`config.mk`:
```
export PLATFORM = sky130hd
export DESIGN_NAME = imu_frame_parser_unit
export DESIGN_NICKNAME = d
export VERILOG_FILES = /design/src/rtl/imufp_pkg.sv /design/src/rtl/imu_frame_parser_unit.sv
export SDC_FILE = /design/constraint.sdc
export NUM_CORES = 1
export LEC_CHECK = 0
export ABC_AREA = 1
export BUFFER_PORTS_ARGS = -buffer_cell sky130_fd_sc_hd__buf_4
export CAP_MARGIN = 20
export CORE_ASPECT_RATIO = 1.2
export CORE_UTILIZATION = 30
export DETAILED_ROUTE_END_ITERATION = 10
export PLACE_DENSITY = 0.5
export SLEW_MARGIN = 10
export SYNTH_ARGS = -nofsm -noshare
export SYNTH_HDL_FRONTEND = slang
export SYNTH_SLANG_ARGS = --single-unit
```
`constraint.sdc`:
```
create_clock -name clk -period 10.1 [get_ports clk]
set_input_delay 0.505 -clock clk [delete_from_list [all_inputs] [get_ports clk]]
set_output_delay 0.505 -clock clk [all_outputs]
set_load 0.005 [all_outputs]
```
`src/rtl/imufp_pkg.sv`:
```
`timescale 1ns / 1ps
// ----------------------------------------------------------------------------
// imufp_pkg
// Shared types and byte codes for the IMU serial frame parser.
// ----------------------------------------------------------------------------
package imufp_pkg;

  localparam logic [7:0]  HDR_BYTE   = 8'h55;
  localparam logic [7:0]  TYPE_ACC   = 8'h51;
  localparam logic [7:0]  TYPE_RATE  = 8'h52;
  localparam logic [7:0]  TYPE_ANGLE = 8'h53;
  localparam logic [15:0] YAW_OFFSET = 16'hC000;

  // Position of the checksum byte within a frame (header is position 0).
  localparam logic [3:0]  POS_CSUM   = 4'd10;
  // First data byte position and number of stored data bytes.
  localparam logic [3:0]  POS_DATA0  = 4'd2;
  localparam int          NUM_PAY    = 6;

  // The low two bits of a type byte give the frame kind directly.
  typedef enum logic [1:0] {
    KIND_HUNT  = 2'd0,
    KIND_ACC   = 2'd1,
    KIND_RATE  = 2'd2,
    KIND_ANGLE = 2'd3
  } kind_t;

  typedef logic signed [15:0] axis_t;

endpackage

```
`src/rtl/imu_frame_parser_unit.sv`:
```
`timescale 1ns / 1ps
// ----------------------------------------------------------------------------
// imu_frame_parser_unit
// Byte-serial parser for 11-byte IMU frames; emits acceleration plus angle
// on every valid angle frame.
// ----------------------------------------------------------------------------
//
//  channel  | ports                                   | moves
//  ---------+-----------------------------------------+--------------------------
//  input    | in_valid, in_ready, in_rx_byte          | one received byte
//  result   | out_valid, out_ready, out_acc_{x,y,z},  | held accel + angle sample
//           | out_angle_{x,y,z}                       |
//
//  Cycles: one byte per clock while in_ready is high; a result appears in the
//  cycle after the checksum byte of a valid angle frame is transferred.
//  Reset: synchronous on rst_n; parser returns to header hunt, held
//  acceleration clears, output register empties.
//  Stalls: the output register holds a waiting result while bytes keep
//  flowing; in_ready drops only when the next byte is a checksum byte and
//  a result is still waiting to be transferred.
//
module imu_frame_parser_unit (
  input  logic                  clk,
  input  logic                  rst_n,
  input  logic                  in_valid,
  output logic                  in_ready,
  input  logic [7:0]            in_rx_byte,
  output logic                  out_valid,
  input  logic                  out_ready,
  output imufp_pkg::axis_t      out_acc_x,
  output imufp_pkg::axis_t      out_acc_y,
  output imufp_pkg::axis_t      out_acc_z,
  output imufp_pkg::axis_t      out_angle_x,
  output imufp_pkg::axis_t      out_angle_y,
  output imufp_pkg::axis_t      out_angle_z
);
  import imufp_pkg::*;

  // Parser state
  kind_t       kind_r, kind_nxt;
  logic [3:0]  pos_r, pos_nxt;
  logic [7:0]  sum_r, sum_nxt;
  logic [7:0]  pay_r [NUM_PAY];
  axis_t       acc_r [3];
  axis_t       acc_nxt [3];

  // Output register
  logic        out_valid_r, out_valid_nxt;
  axis_t       res_r [6];

  logic        in_xfer;
  logic        csum_ok;
  logic        emit;
  logic        pay_we;
  logic [2:0]  pay_idx;
  logic [7:0]  b;
  axis_t       word0, word1, word2;

  assign b       = in_rx_byte;
  assign in_xfer = in_valid && in_ready;
  assign csum_ok = (b == sum_r);

  // Block only a checksum byte, and only while the slot it could fill is busy.
  assign in_ready = !((kind_r != KIND_HUNT) && (pos_r == POS_CSUM) &&
                      out_valid_r && !out_ready);

  // Little-endian data words from the stored payload bytes.
  assign word0 = {pay_r[1], pay_r[0]};
  assign word1 = {pay_r[3], pay_r[2]};
  assign word2 = {pay_r[5], pay_r[4]};

  // Data bytes 1..6 are stored; bytes 7 and 8 only feed the sum.
  assign pay_idx = 3'(pos_r - POS_DATA0);
  assign pay_we  = in_xfer && (kind_r != KIND_HUNT) && (pos_r < POS_CSUM) &&
                   (pay_idx < 3'(NUM_PAY));

  assign emit = in_xfer && (kind_r == KIND_ANGLE) && (pos_r == POS_CSUM) && csum_ok;

  // Next-state logic for the parse position, running sum and held accel.
  always_comb begin
    kind_nxt = kind_r;
    pos_nxt  = pos_r;
    sum_nxt  = sum_r;
    for (int i = 0; i < 3; i++) begin
      acc_nxt[i] = acc_r[i];
    end
    if (in_xfer) begin
      if (kind_r == KIND_HUNT) begin
        if ((pos_r == 4'd1) &&
            ((b == TYPE_ACC) || (b == TYPE_RATE) || (b == TYPE_ANGLE))) begin
          kind_nxt = kind_t'(b[1:0]);
          sum_nxt  = sum_r + b;
          pos_nxt  = POS_DATA0;
        end else if (b == HDR_BYTE) begin
          // A header byte always (re)starts a frame.
          sum_nxt = HDR_BYTE;
          pos_nxt = 4'd1;
        end else begin
          sum_nxt = '0;
          pos_nxt = '0;
        end
      end else if (pos_r < POS_CSUM) begin
        sum_nxt = sum_r + b;
        pos_nxt = pos_r + 4'd1;
      end else begin
        // Checksum byte: commit acceleration, or clear it at any angle frame end.
        if ((kind_r == KIND_ACC) && csum_ok) begin
          acc_nxt[0] = word0;
          acc_nxt[1] = word1;
          acc_nxt[2] = word2;
        end else if (kind_r == KIND_ANGLE) begin
          for (int i = 0; i < 3; i++) begin
            acc_nxt[i] = '0;
          end
        end
        kind_nxt = KIND_HUNT;
        pos_nxt  = '0;
        sum_nxt  = '0;
      end
    end
  end

  // Output handshake: fill on emit, drain on transfer.
  always_comb begin
    out_valid_nxt = emit || (out_valid_r && !out_ready);
  end

  always_ff @(posedge clk) begin
    if (!rst_n) begin
      kind_r      <= KIND_HUNT;
      pos_r       <= '0;
      sum_r       <= '0;
      out_valid_r <= 1'b0;
      for (int i = 0; i < 3; i++) begin
        acc_r[i] <= '0;
      end
    end else begin
      kind_r      <= kind_nxt;
      pos_r       <= pos_nxt;
      sum_r       <= sum_nxt;
      out_valid_r <= out_valid_nxt;
      for (int i = 0; i < 3; i++) begin
        acc_r[i] <= acc_nxt[i];
      end
    end
  end

  // Payload bytes: no reset, every entry is written before the checksum reads it.
  always_ff @(posedge clk) begin
    for (int i = 0; i < NUM_PAY; i++) begin
      if (pay_we && (pay_idx == 3'(i))) begin
        pay_r[i] <= b;
      end
    end
  end

  // Result register: load on emit, hold otherwise.
  always_ff @(posedge clk) begin
    if (emit) begin
      res_r[0] <= acc_r[0];
      res_r[1] <= acc_r[1];
      res_r[2] <= acc_r[2];
      res_r[3] <= word0;
      res_r[4] <= word1;
      res_r[5] <= YAW_OFFSET - word2;
    end
  end

  assign out_valid   = out_valid_r;
  assign out_acc_x   = res_r[0];
  assign out_acc_y   = res_r[1];
  assign out_acc_z   = res_r[2];
  assign out_angle_x = res_r[3];
  assign out_angle_y = res_r[4];
  assign out_angle_z = res_r[5];

endmodule

```
# After elaboration in Yosys (flattened, before gate mapping)
# Memory sizes are Yosys's and may differ from the RTL's.
# Index checks and enable logic that the tools add are counted.
# word_totals
memories	3
inputBits	12
latch_bits	0
ff_bits	15
output_inout_bits	98
ramBits	192
mem_bits_ro	0
word_cells	115
# classes
bitwise_logic	3
add_sub_neg	4
n_lt_le_gt_ge	2
shifts	0
mux	50
eq_ne	16
reduce_logical	33
mul	0
div	0
# memory_table
name	words	width	read_ports	rd_ports_with_merged_regs	wr	line	text
res_r	6	16	6	0	6	imu_frame_parser_unit.sv:49	axis_t res_r [6];
acc_r	3	16	3	0	3	imu_frame_parser_unit.sv:44	axis_t acc_r [3];
pay_r	6	8	6	0	1	imu_frame_parser_unit.sv:43	logic [7:0] pay_r [NUM_PAY];
# op_table
cell	n
two-way mux 48 bit	5
two-way mux 8 bit	8
two-way mux 16 bit	3
OR reduction 8 bit	5
== test 8 x 7 -> 1 bit, second input constant	4
two-way mux 1 bit	22
logical AND 1 bit	19
subtractor 16 bit, first input constant	1
two-way mux 3 bit	5
adder 8 bit	1
== test 8 bit	1
two-way mux 2 bit	4
two-way mux 4 bit	2
two-way mux 7 bit	1
== test 3 x 2 -> 1 bit, second input constant	2
== test 3 bit, second input constant	2
adder 4 x 1 -> 4 bit, second input constant	1
== test 4 x 1 -> 1 bit, second input constant	1
== test 4 bit, second input constant	1
less-than comparator 4 bit, second input constant	1
!= test 2 x 1 -> 1 bit, second input constant	2
== test 3 x 1 -> 1 bit, second input constant	1
logical NOT 3 bit	1
logical OR 1 bit	3
other kinds (9)	12

# Longest topological paths before layout
# Gate-level depths: netlist of run 1.
# depth
depth_word	18
ltp_mapped	12
mapped_depth_nobuf	11

# Worst setup path after synthesis of run 1
# No wires, ideal clock.
# synth_path
path_type	input-to-reg
startpoint	input in_rx_byte[2]
endpoint	memory res_r[0][0] (netlist name), enable pin
setup_ns	0.671
stages	7
slack_ns	1.579
arrival_ns	7.850
path_buffers	1
t_required_ns	9.429
path_cell_list	ha_1 -> buf_6 -> nor2_1 -> nand2_1 -> nor2_1 -> nand2_1 -> nor3_1
# synth_lines
element	line	text
start, declared	imu_frame_parser_unit.sv:27	input logic [7:0] in_rx_byte,
end, declared	imu_frame_parser_unit.sv:49	

==> results by group, run 1 <==
Hold path
  – WHS Endpoint: pay_r[1][4]
  – Worst min path class: input port to flip-flop
  – HP Start: in_rx_byte[4]
  – Hold Path Cell Cnt: 1

Placed design
  – Final GP Congestion: between 0.8 and 0.9
  – DP HPWL: 11.6 mm
  – Setup Slack @ Placement: around 6.6 ns
  – Count of input and output buffers: ~110

CTS
  – TritonCTS buffer count: 22
  – Post-cts resize count: 0
  – Clock buffer depth: 3
  – Clock Sink Count: between 200 and 250
  – Setup bufs post-CTS: 0
  – H-tree depth: 1
  – Hold buffers post-CTS: 0
  – Root Driver: clkbuf_16
  – Worst skew pair latency: about 0.50 ns
  – Worst-path clk slew: 0.06 ns
  – CTS tree: yes

Routing
  – DRT Pass-1 Iters: 4
  – DRT antenna net count: 0
  – DRC violations left: 0
  – Final WL: 17.8 mm
  – Via count: a little over 5000
  – Starting DRT DRC Count: 298
  – DR WL/cell: 15.3 um
  – Via density: approximately 4.4

Cells and area
  – Layout cells sized above 1: 0.187
  – Fillcell total: between 2000 and 3000
  – Layout area overhead: 24.2%
  – Ant diodes: 0
  – Multi-input gate area: between 1500 and 2000 um2
  – NumNets Final: 842
  – Flip-flop and latch area: ~5600 um2

Die
  – Top Ports: 110
  – Placement row count: 65
  – Die Height: ~180 um
  – Initial Util: 0.305
  – Core area: 26200 um2
  – Die Span X: approximately 150 um
  – Die Area: 27200 um2

Timing
  – Final hold viol count: 0
  – Worst Max-Slew Pin Slew: between 1 and 1.5 ns
  – Final setup viols: 0
  – Worst clock skew: between 0.009 and 0.01 ns
  – Crit path time final: approximately 3 ns
  – Rel. slew slack: 0.274
  – RSZ-0062 raised after global routing: false
  – Pins Over Slew Limit: 0
  – Accumulated negative setup slack: 0 ns
  – Final Worst Setup Slack: 7.05 ns
  – Fmax: around 0.33 GHz
  – Final worst-path cycle share: 0.302

GRT
  – Vias in the first global route: between 4000 and 5000
  – Largest net degree at the start of global routing: slightly above 70
  – First-pass GRT wire length: approximately 27 mm
  – GRT Total Usage: 0.131
  – Grt ovf: 0
  – Initial antenna violation count: 0

Synth
  – Top-count cell post-synth: edfxtp_1
  – Synth Area per Inst: around 11 um2
  – Commonest cells post-synth: edfxtp_1 (144), nand2_1 (99), nor2_1 (93), inv_1 (81), a21oi_1 (67)
  – Cells after Synth: between 700 and 800
  – Syn Nets: 730
  – Post-synth ARST share: 0
  – Register area share after synthesis: 0.700
  – YS warnings: 0
  – Distinct cells, synth: 29
  – Post-synthesis register bit count: around 210
  – EDFF count, synth: 144
  – Synth top area share: 0.542
  – Post-synth top flop: edfxtp_1
  – Cell Area, Synth: 7980 um2
  – Synth top area cells: edfxtp_1 (54%), dfxtp_1 (16%), nand2_1 (4.7%), nor2_1 (4.4%), a21oi_1 (4.2%)
  – Post-synth top area cell: edfxtp_1

Setup path
  – Critical R2R Capture: acc_r[0][46]
  – Cell depth of the worst flop-to-flop path: 10
  – Setup CP Type: flip-flop to flip-flop
  – CP required: between 10 and 15 ns
  – Crit path DAT: between 3 and 4 ns
  – Worst Setup Start Kind: flip-flop
  – CP Max Fanout: 49
  – Reg2Reg Setup Slack: approximately 7 ns
  – R2R Path Start: sum_r[2]
  – Crit end category: flip-flop

Pwr
  – Lkg Pwr: 3.92 nW
  – Worst VDD drop: roughly 0.095 mV
  – PwrDens: between 150 and 200 nW/um2

Outcome
  – Outcome: completed

Flow run
  – Max Cap Viol: 0
==> worst max path at each step <==
stage,start,endpoint,cells after the start
global placement,in_rx_byte[2],acc_r[0][47],11
floorplan,in_rx_byte[2],res_r[0][0],7
CTS,sum_r[2],acc_r[0][46],10
detailed placement,in_rx_byte[2],acc_r[0][46],11
finish,sum_r[2],acc_r[0][46],10
global route,sum_r[2],acc_r[0][46],10
==> stage by stage <==
step	utilization	power, mW	area (um2)	std cells	hold WS (ns)
global route	0.378	1.88	9910	1165	0.290
global placement	0.347	0.970	9100	1123	0.418
detailed placement	0.348	0.970	9120	1124	0.416
floorplan	-	0.952	7980	702	0.409
CTS	0.378	1.84	9900	1164	0.292
finish	0.378	1.82	9910	1165	0.308
==> sequential cells by signal, indices dropped and copies added (netlist names) <==
name       count
res_r         96
acc_r         48
pay_r         48
sum_r          8
pos_r          4
kind_r         2
out_valid      1
==> routing by layer <==
metal,track usage,up-vias,wire [um],share of wire
met5,0,-,0,0
li1,-,2584,-,-
met3,0.0218,20,921,0.052
met1,0.171,2405,7840,0.44
met4,0.0372,0,341,0.019
met2,0.219,114,8700,0.49
==> where the power goes <==
group / internal (mW) / switching, mW / leakage (nW)
Combinational: 0.0141 / 0.0328 / 1.61
Sequential: 0.902 / 0.00322 / 1.93
Clock: 0.551 / 0.315 / 0.379
Total: 1.47 / 0.351 / 3.92
==> kinds of logic after synthesis <==
group	after synthesis	synth area share
fa+ha+maj	16	0.0260
flops	207	0.700
compound gates	76	0.0494
xor+xnor	15	0.0165
simple gates	278	0.148
buf+inv	110	0.0593
==> layout make-up <==
type | count | share of cell area
clock buffer | 35 | 0.0668
clock inverter | 5 | 0.0125
inverter | 82 | 0.0311
multi-input combinational | 385 | 0.195
sequential | 207 | 0.564
tap | 335 | 0.0423
timing repair buffer | 116 | 0.0889
==> cells in the final DEF (no fill, tap or decap) <==
master     count
edfxtp_1     144
buf_4        114
nand2_1       98
nor2_1        93
inv_1         81
a21oi_1       67
dfxtp_1       63
nand3_1       61
clkbuf_16     24
ha_1          15
xor2_1        12
nand4_1        9
clkbuf_1       9
nor3_1         7
o21ai_0        6
bufinv_16      4
xnor2_1        3
a31oi_1        2
nor2_4         2
nand2_2        2
nand3b_1       2
clkbuf_8       2
nand3_2        1
nor3_2         1
nor4_1         1
a21oi_4        1
inv_2          1
or2_2          1
fa_1           1
clkinv_1       1
buf_2          1
buf_12         1
==> critical path: stages, from the launching register on <==
cell and delay (ns):
dfxtp_1 0.31, ha_1 0.37, nor2_1 0.13, nand2_1 0.05, nor2_1 0.20, nand2_1 0.17
a21oi_4 0.14, buf_4 0.45, nand2_2 0.70, nand2_1 0.23, a21oi_1 0.09
Power figures use the tool's default switching activity.
==> run 2: changes to the inputs <==
PLACE_DENSITY = 0.52   (was 0.5)
clock period = 2.7 ns   (was 10.1 ns; I/O delays follow)
==> results by group, run 2 (synthesized netlist as in run 1, its figures left out) <==
CTS
  – Clock Sink Count: 207 (unchanged)
  – Worst-path clk slew: 0.06 ns (about the same)
  – CTS tree: yes (unchanged)
  – TritonCTS buffer count: 22 (unchanged)
  – Clock buffer depth: 3 (unchanged)
  – H-tree depth: 1 (unchanged)
  – Worst skew pair latency: 0.51 ns (was 0.50 ns)
  – Setup bufs post-CTS: 0 (unchanged)
  – Hold buffers post-CTS: 9 (was 0)
  – Post-cts resize count: 0 (unchanged)
  – Root Driver: clkbuf_16 (unchanged)

Timing
  – Fmax: 0.437 GHz (was 0.328 GHz)
  – Final setup viols: 0 (unchanged)
  – Rel. slew slack: 0.584 (was 0.274)
  – Final hold viol count: 0 (unchanged)
  – Final Worst Setup Slack: 0.411 ns (was 7.05 ns)
  – Pins Over Slew Limit: 0 (unchanged)
  – Min Hold Slack: 0.0853 ns (was 0.308 ns)
  – Worst clock skew: 0.0176 ns (was 0.00991 ns)
  – Final worst-path cycle share: 0.848 (was 0.302)
  – Crit path time final: 2.29 ns (was 3.05 ns)
  – Worst Max-Slew Pin Slew: 0.624 ns (was 1.08 ns)
  – RSZ-0062 raised after global routing: false (unchanged)

GRT
  – Met2 usage: 0.237 (was 0.219)
  – Initial antenna violation count: 0 (unchanged)
  – GR Layer Usage met3: 0.0182 (was 0.0218)
  – Most used routing layer: met2 (unchanged)
  – Grt ovf: 0 (unchanged)
  – First-pass GRT wire length: 28.8 mm (was 27.3 mm)
  – Vias in the first global route: 5192 (was 4838)
  – Largest net degree at the start of global routing: 64 (was 71)
  – GRT Total Usage: 0.137 (was 0.131)
  – M1 GR Usage: 0.173 (was 0.171)

Die
  – Placement row count: 65 (unchanged)
  – Core area: 26200 um2 (unchanged)
  – Die Height: 181 um (unchanged)
  – Die Span X: 151 um (unchanged)
  – Initial Util: 0.305 (unchanged)
  – Top Ports: 110 (unchanged)
  – Die Area: 27200 um2 (unchanged)

Cells and area
  – Layout cells sized above 1: 0.200 (was 0.187)
  – Number of flip-flops under the largest register name: 96 (unchanged)
  – Most frequent cells in the layout: edfxtp_1 (144), buf_4 (122), nand2_1 (97), nor2_1 (92), inv_1 (81) (was edfxtp_1 (144), buf_4 (114), nand2_1 (98), nor2_1 (93), inv_1 (81))
  – Commonest non-fill, non-tap cell in the layout: edfxtp_1 (unchanged)
  – Fillcell total: 2627 (was 2592)
  – Biggest register: res_r (unchanged)
  – Largest regs: res_r (96), acc_r (48), pay_r (48) (unchanged)
  – Layout area overhead: 26.2% (was 24.2%)
  – Multi-input gate area: 1970 um2 (was 1930 um2)
  – Flip-flop and latch area: 5590 um2 (about the same)
  – Ant diodes: 0 (unchanged)
  – NumNets Final: 860 (was 842)

Placed design
  – Count of input and output buffers: 109 (unchanged)
  – DP HPWL: 12.2 mm (was 11.6 mm)
  – Setup Slack @ Placement: 0.429 ns (was 6.57 ns)
  – Final GP Congestion: 0.862 (was 0.818)

Setup path
  – CP required: 2.91 ns (was 10.44 ns)
  – Setup CP Type: flip-flop to flip-flop (unchanged)
  – Crit path DAT: 2.50 ns (was 3.39 ns)
  – CP Max Fanout: 12 (was 49)
  – Crit end category: flip-flop (unchanged)
  – Worst Setup Start Kind: flip-flop (unchanged)

Routing
  – Final WL: 18.4 mm (was 17.8 mm)
  – Starting DRT DRC Count: 222 (was 298)
  – DR WL/cell: 15.5 um (was 15.3 um)
  – DRT antenna net count: 0 (unchanged)
  – DRC violations left: 0 (unchanged)
  – DRT Pass-1 Iters: 4 (unchanged)
  – Via density: 4.42 (was 4.40)
  – Via count: 5229 (was 5123)

Pwr
  – Lkg Pwr: 3.98 nW (was 3.92 nW)
  – Worst VDD drop: 0.357 mV (was 0.0954 mV)
  – PwrDens: 650 nW/um2 (was 183 nW/um2)
  – Total Power: 6.54 mW (was 1.82 mW)

Outcome
  – Outcome: completed (unchanged)

Hold path
  – Worst min path class: input port to flip-flop (unchanged)

Flow run
  – Max Cap Viol: 0 (unchanged)
[run 2: cell count changes in the layout (fill, tap and decap cells not counted), moves of 2 or more]
cell,delta
ha_4,+2
buf_12,+2
clkinvlp_4,+2
bufinv_16,-2
clkbuf_16,-2
ha_1,-2
buf_4,+8
dlygate4sd3_1,+9
[run 2: report_power, final]
| group | leakage (nW) | internal (mW) | switching (mW) |
|---|---|---|---|
| logic | 1.71 | 0.0676 | 0.127 |
| registers | 1.93 | 3.37 | 0.0121 |
| clock network | 0.340 | 1.77 | 1.20 |
[run 2: critical path: stages, from the launching register on]
cell,delay (ns)
dfxtp_1,0.37
inv_1,0.10
ha_1,0.19
nand2_1,0.06
nor2_1,0.05
nand3_2,0.09
nand2_2,0.19
nor2_1,0.30
inv_1,0.07
nor2_1,0.12
inv_1,0.09
nor3_1,0.15
buf_4,0.20
[run 2: path summary, 6_finish.rpt]
check / from / to / slack (ns) / cells past startpoint
max: pos_r[2] / pay_r[4][2] / 0.41 / 12
min: in_rx_byte[1] / pay_r[3][1] / 0.09 / 2
max reg2reg: pos_r[2] / pay_r[4][2] / 0.41 / 12
min reg2reg: acc_r[0][17] / res_r[1][1] / 0.43 / 0
[run 2: layer usage]
metal  routed length (um)  up-vias
met5                    0        -
met4                  418        0
met3                  653       31
met2                 9300       95
met1                 8000     2490
li1                     -     2613
[run 2: metrics by stage]
stage	instances	TNS, ns	util	instance area (um2)
after detailed placement	1134	0	0.353	9260
after CTS	1183	0	0.384	10100
final	1183	0	0.384	10100
after global routing	1183	0	0.384	10100
after global placement	1134	0	0.353	9260
after floorplan	702	-106.16	-	8020
[run 2: layout make-up]
class	instances	share of cell area
clock buffer	32	0.0604
clock inverter	8	0.0108
timing repair buffer	134	0.106
sequential	207	0.555
tap	335	0.0417
multi-input combinational	385	0.195
inverter	82	0.0306
==> run 3: changes to the inputs <==
clock period = 1.8 ns   (was 2.7 ns; I/O delays follow)
==> results by group, run 3 (synthesized netlist as in run 1, its figures left out) <==
Setup path
  – CP Launch Point: sum_r[0] (was pos_r[2])
  – Worst Setup Start Kind: flip-flop (unchanged)
  – Cell depth of the worst flop-to-flop path: 8 (was 12)
  – Reg2Reg Setup Slack: -0.16 ns (was 0.41 ns)
  – Setup CP Type: flip-flop to flip-flop (unchanged)
  – Crit end category: flip-flop (unchanged)
  – CP required: 2.01 ns (was 2.91 ns)
  – Crit path DAT: 2.17 ns (was 2.50 ns)
  – Crit path capture: res_r[4][3] (was pay_r[4][2])
  – Critical R2R Capture: res_r[4][3] (was pay_r[4][2])
  – R2R Path Start: sum_r[0] (was pos_r[2])
  – CP Max Fanout: 6 (was 12)

GRT
  – Initial antenna violation count: 0 (unchanged)
  – Largest net degree at the start of global routing: 33 (was 64)
  – Vias in the first global route: 5371 (was 5192)
  – Grt ovf: 0 (unchanged)
  – First-pass GRT wire length: 29.5 mm (was 28.8 mm)
  – GRT Total Usage: 0.141 (was 0.137)

CTS
  – Clock buffer depth: 3 (unchanged)
  – Clock Sink Count: 207 (unchanged)
  – Worst-path clk slew: 0.06 ns (about the same)
  – TritonCTS buffer count: 21 (was 22)
  – H-tree depth: 1 (unchanged)
  – Worst skew pair latency: 0.49 ns (was 0.51 ns)
  – CTS tree: yes (unchanged)
  – Root Driver: clkbuf_16 (unchanged)

Die
  – Core area: 26200 um2 (unchanged)
  – Die Area: 27200 um2 (unchanged)
  – Initial Util: 0.305 (unchanged)
  – Die Span X: 151 um (unchanged)
  – Die Height: 181 um (unchanged)
  – Top Ports: 110 (unchanged)
  – Placement row count: 65 (unchanged)

Cells and area
  – Most frequent cells in the layout: buf_4 (172), edfxtp_1 (144), nand2_1 (93), nor2_1 (81), inv_1 (73) (was edfxtp_1 (144), buf_4 (122), nand2_1 (97), nor2_1 (92), inv_1 (81))
  – Layout area overhead: 41.4% (was 26.2%)
  – Ant diodes: 0 (unchanged)
  – Fin cells: 1254 (was 1183)
  – Biggest register: res_r (unchanged)
  – Number of flip-flops under the largest register name: 96 (unchanged)
  – Commonest non-fill, non-tap cell in the layout: buf_4 (was edfxtp_1)
  – Largest regs: res_r (96), acc_r (48), pay_r (48) (unchanged)
  – NumNets Final: 934 (was 860)
  – Post-route cell area: 11300 um2 (was 10100 um2)
  – Layout cells sized above 1: 0.344 (was 0.200)

Timing
  – Final hold viol count: 0 (unchanged)
  – RSZ-0062 raised after global routing: true (was false)
  – Rel. slew slack: 0.627 (was 0.584)
  – Pins Over Slew Limit: 0 (unchanged)
  – Fmax: 0.511 GHz (was 0.437 GHz)
  – Worst Max-Slew Pin Slew: 0.558 ns (was 0.624 ns)
  – Worst clock skew: 0.0134 ns (was 0.0176 ns)
  – Crit path time final: 1.96 ns (was 2.29 ns)
  – Final worst-path cycle share: 1.09 (was 0.848)
  – Final setup viols: 136 (was 0)
  – Final Worst Setup Slack: -0.157 ns (was 0.411 ns)
  – Min Hold Slack: 0.00881 ns (was 0.0853 ns)

Pwr
  – Lkg Pwr: 4.51 nW (was 3.98 nW)
  – Worst VDD drop: 0.464 mV (was 0.357 mV)
  – PwrDens: 880 nW/um2 (was 650 nW/um2)
  – Total Power: 9.92 mW (was 6.54 mW)

Routing
  – DRT Pass-1 Iters: 4 (unchanged)
  – Starting DRT DRC Count: 345 (was 222)
  – Via count: 5567 (was 5229)
  – DR WL/cell: 15.7 um (was 15.5 um)
  – DRC violations left: 0 (unchanged)
  – Via density: 4.44 (was 4.42)
  – DRT antenna net count: 0 (unchanged)
  – Final WL: 19.7 mm (was 18.4 mm)

Placed design
  – Count of input and output buffers: 109 (unchanged)
  – Final GP Congestion: 0.849 (was 0.862)
  – Cell area after placement: 9900 um2 (was 9260 um2)
  – DP HPWL: 13.0 mm (was 12.2 mm)
  – Placed Cells: 1191 (was 1134)

Outcome
  – Failing checks: setup timing
  – Outcome: finished with violations (was completed)

Flow run
  – Max Cap Viol: 0 (unchanged)

Hold path
  – Worst min path class: input port to flip-flop (unchanged)
## run 3: changes by cell type in the layout (fill, tap and decap cells not counted), sizes merged
| cell | change |
|---|---|
| clkinv | +3 |
| clkinvlp | -2 |
| buf | +76 |
| bufinv | +1 |
| dlygate4sd3 | -7 |
## run 3: cell type report
| cell class | count | area (um2) |
|---|---|---|
| fill | 2485 | 14900 |
| sequential | 207 | 5600 |
| multi-input combinational | 385 | 2280 |
| timing repair buffer | 209 | 1960 |
| clock buffer | 26 | 574 |
| tap | 335 | 419 |
| inverter | 82 | 318 |
| clock inverter | 10 | 130 |
## run 3: per-stage QoR
stage | TNS, ns | util | worst slack, ns
global placement | -17.30 | 0.378 | -0.198
detailed placement | -20.89 | 0.378 | -0.208
CTS | -15.55 | 0.419 | -0.146
floorplan | -196.83 | - | -2.00
finish | -14.76 | 0.431 | -0.157
global route | -26.53 | 0.431 | -0.226
## run 3: layer usage
metal / track usage / wire, um / up-vias
met5: 0 / 0 / -
met4: 0.0380 / 379 / 0
met3: 0.0180 / 757 / 23
met2: 0.248 / 9890 / 105
met1: 0.180 / 8660 / 2675
li1: - / - / 2764
## run 3: how the worst min path moves through the flow
stage	startpoint	end	slack, ns	cells past startpoint
6_report	in_rx_byte[6]	pay_r[1][6]	0.009	2
5_1_grt	in_rx_byte[6]	pay_r[2][6]	0.006	2
4_1_cts	in_rx_byte[6]	pay_r[2][6]	0.01	2
3_5_place_dp	rst_n	kind_r[0]	0.37	3
3_3_place_gp	rst_n	kind_r[0]	0.36	3
2_1_floorplan	in_rx_byte[0]	pay_r[0][0]	0.19	0
## run 3: power by group
part           switching (mW)  internal [mW]
clock network            1.73           2.69
logic                   0.249          0.179
registers              0.0142           5.06
## run 3: critical path, cell delays in order (launching register included)
cell and delay [ns]:
dfxtp_2 0.35, ha_4 0.20, nand3b_1 0.16, nor2_2 0.15
nand2_2 0.10, nor3_4 0.28, buf_12 0.18, buf_12 0.13
clkbuf_16 0.14
## run 3: repair_timing
item	in CTS	in global routing
buffers inserted	13	9
hold buffers	2	0
cloned	3	6
endpoints found under the hold margin	7	0
pin swaps	9	41
endpoints found under the setup margin	188	210
resized for setup	29	53
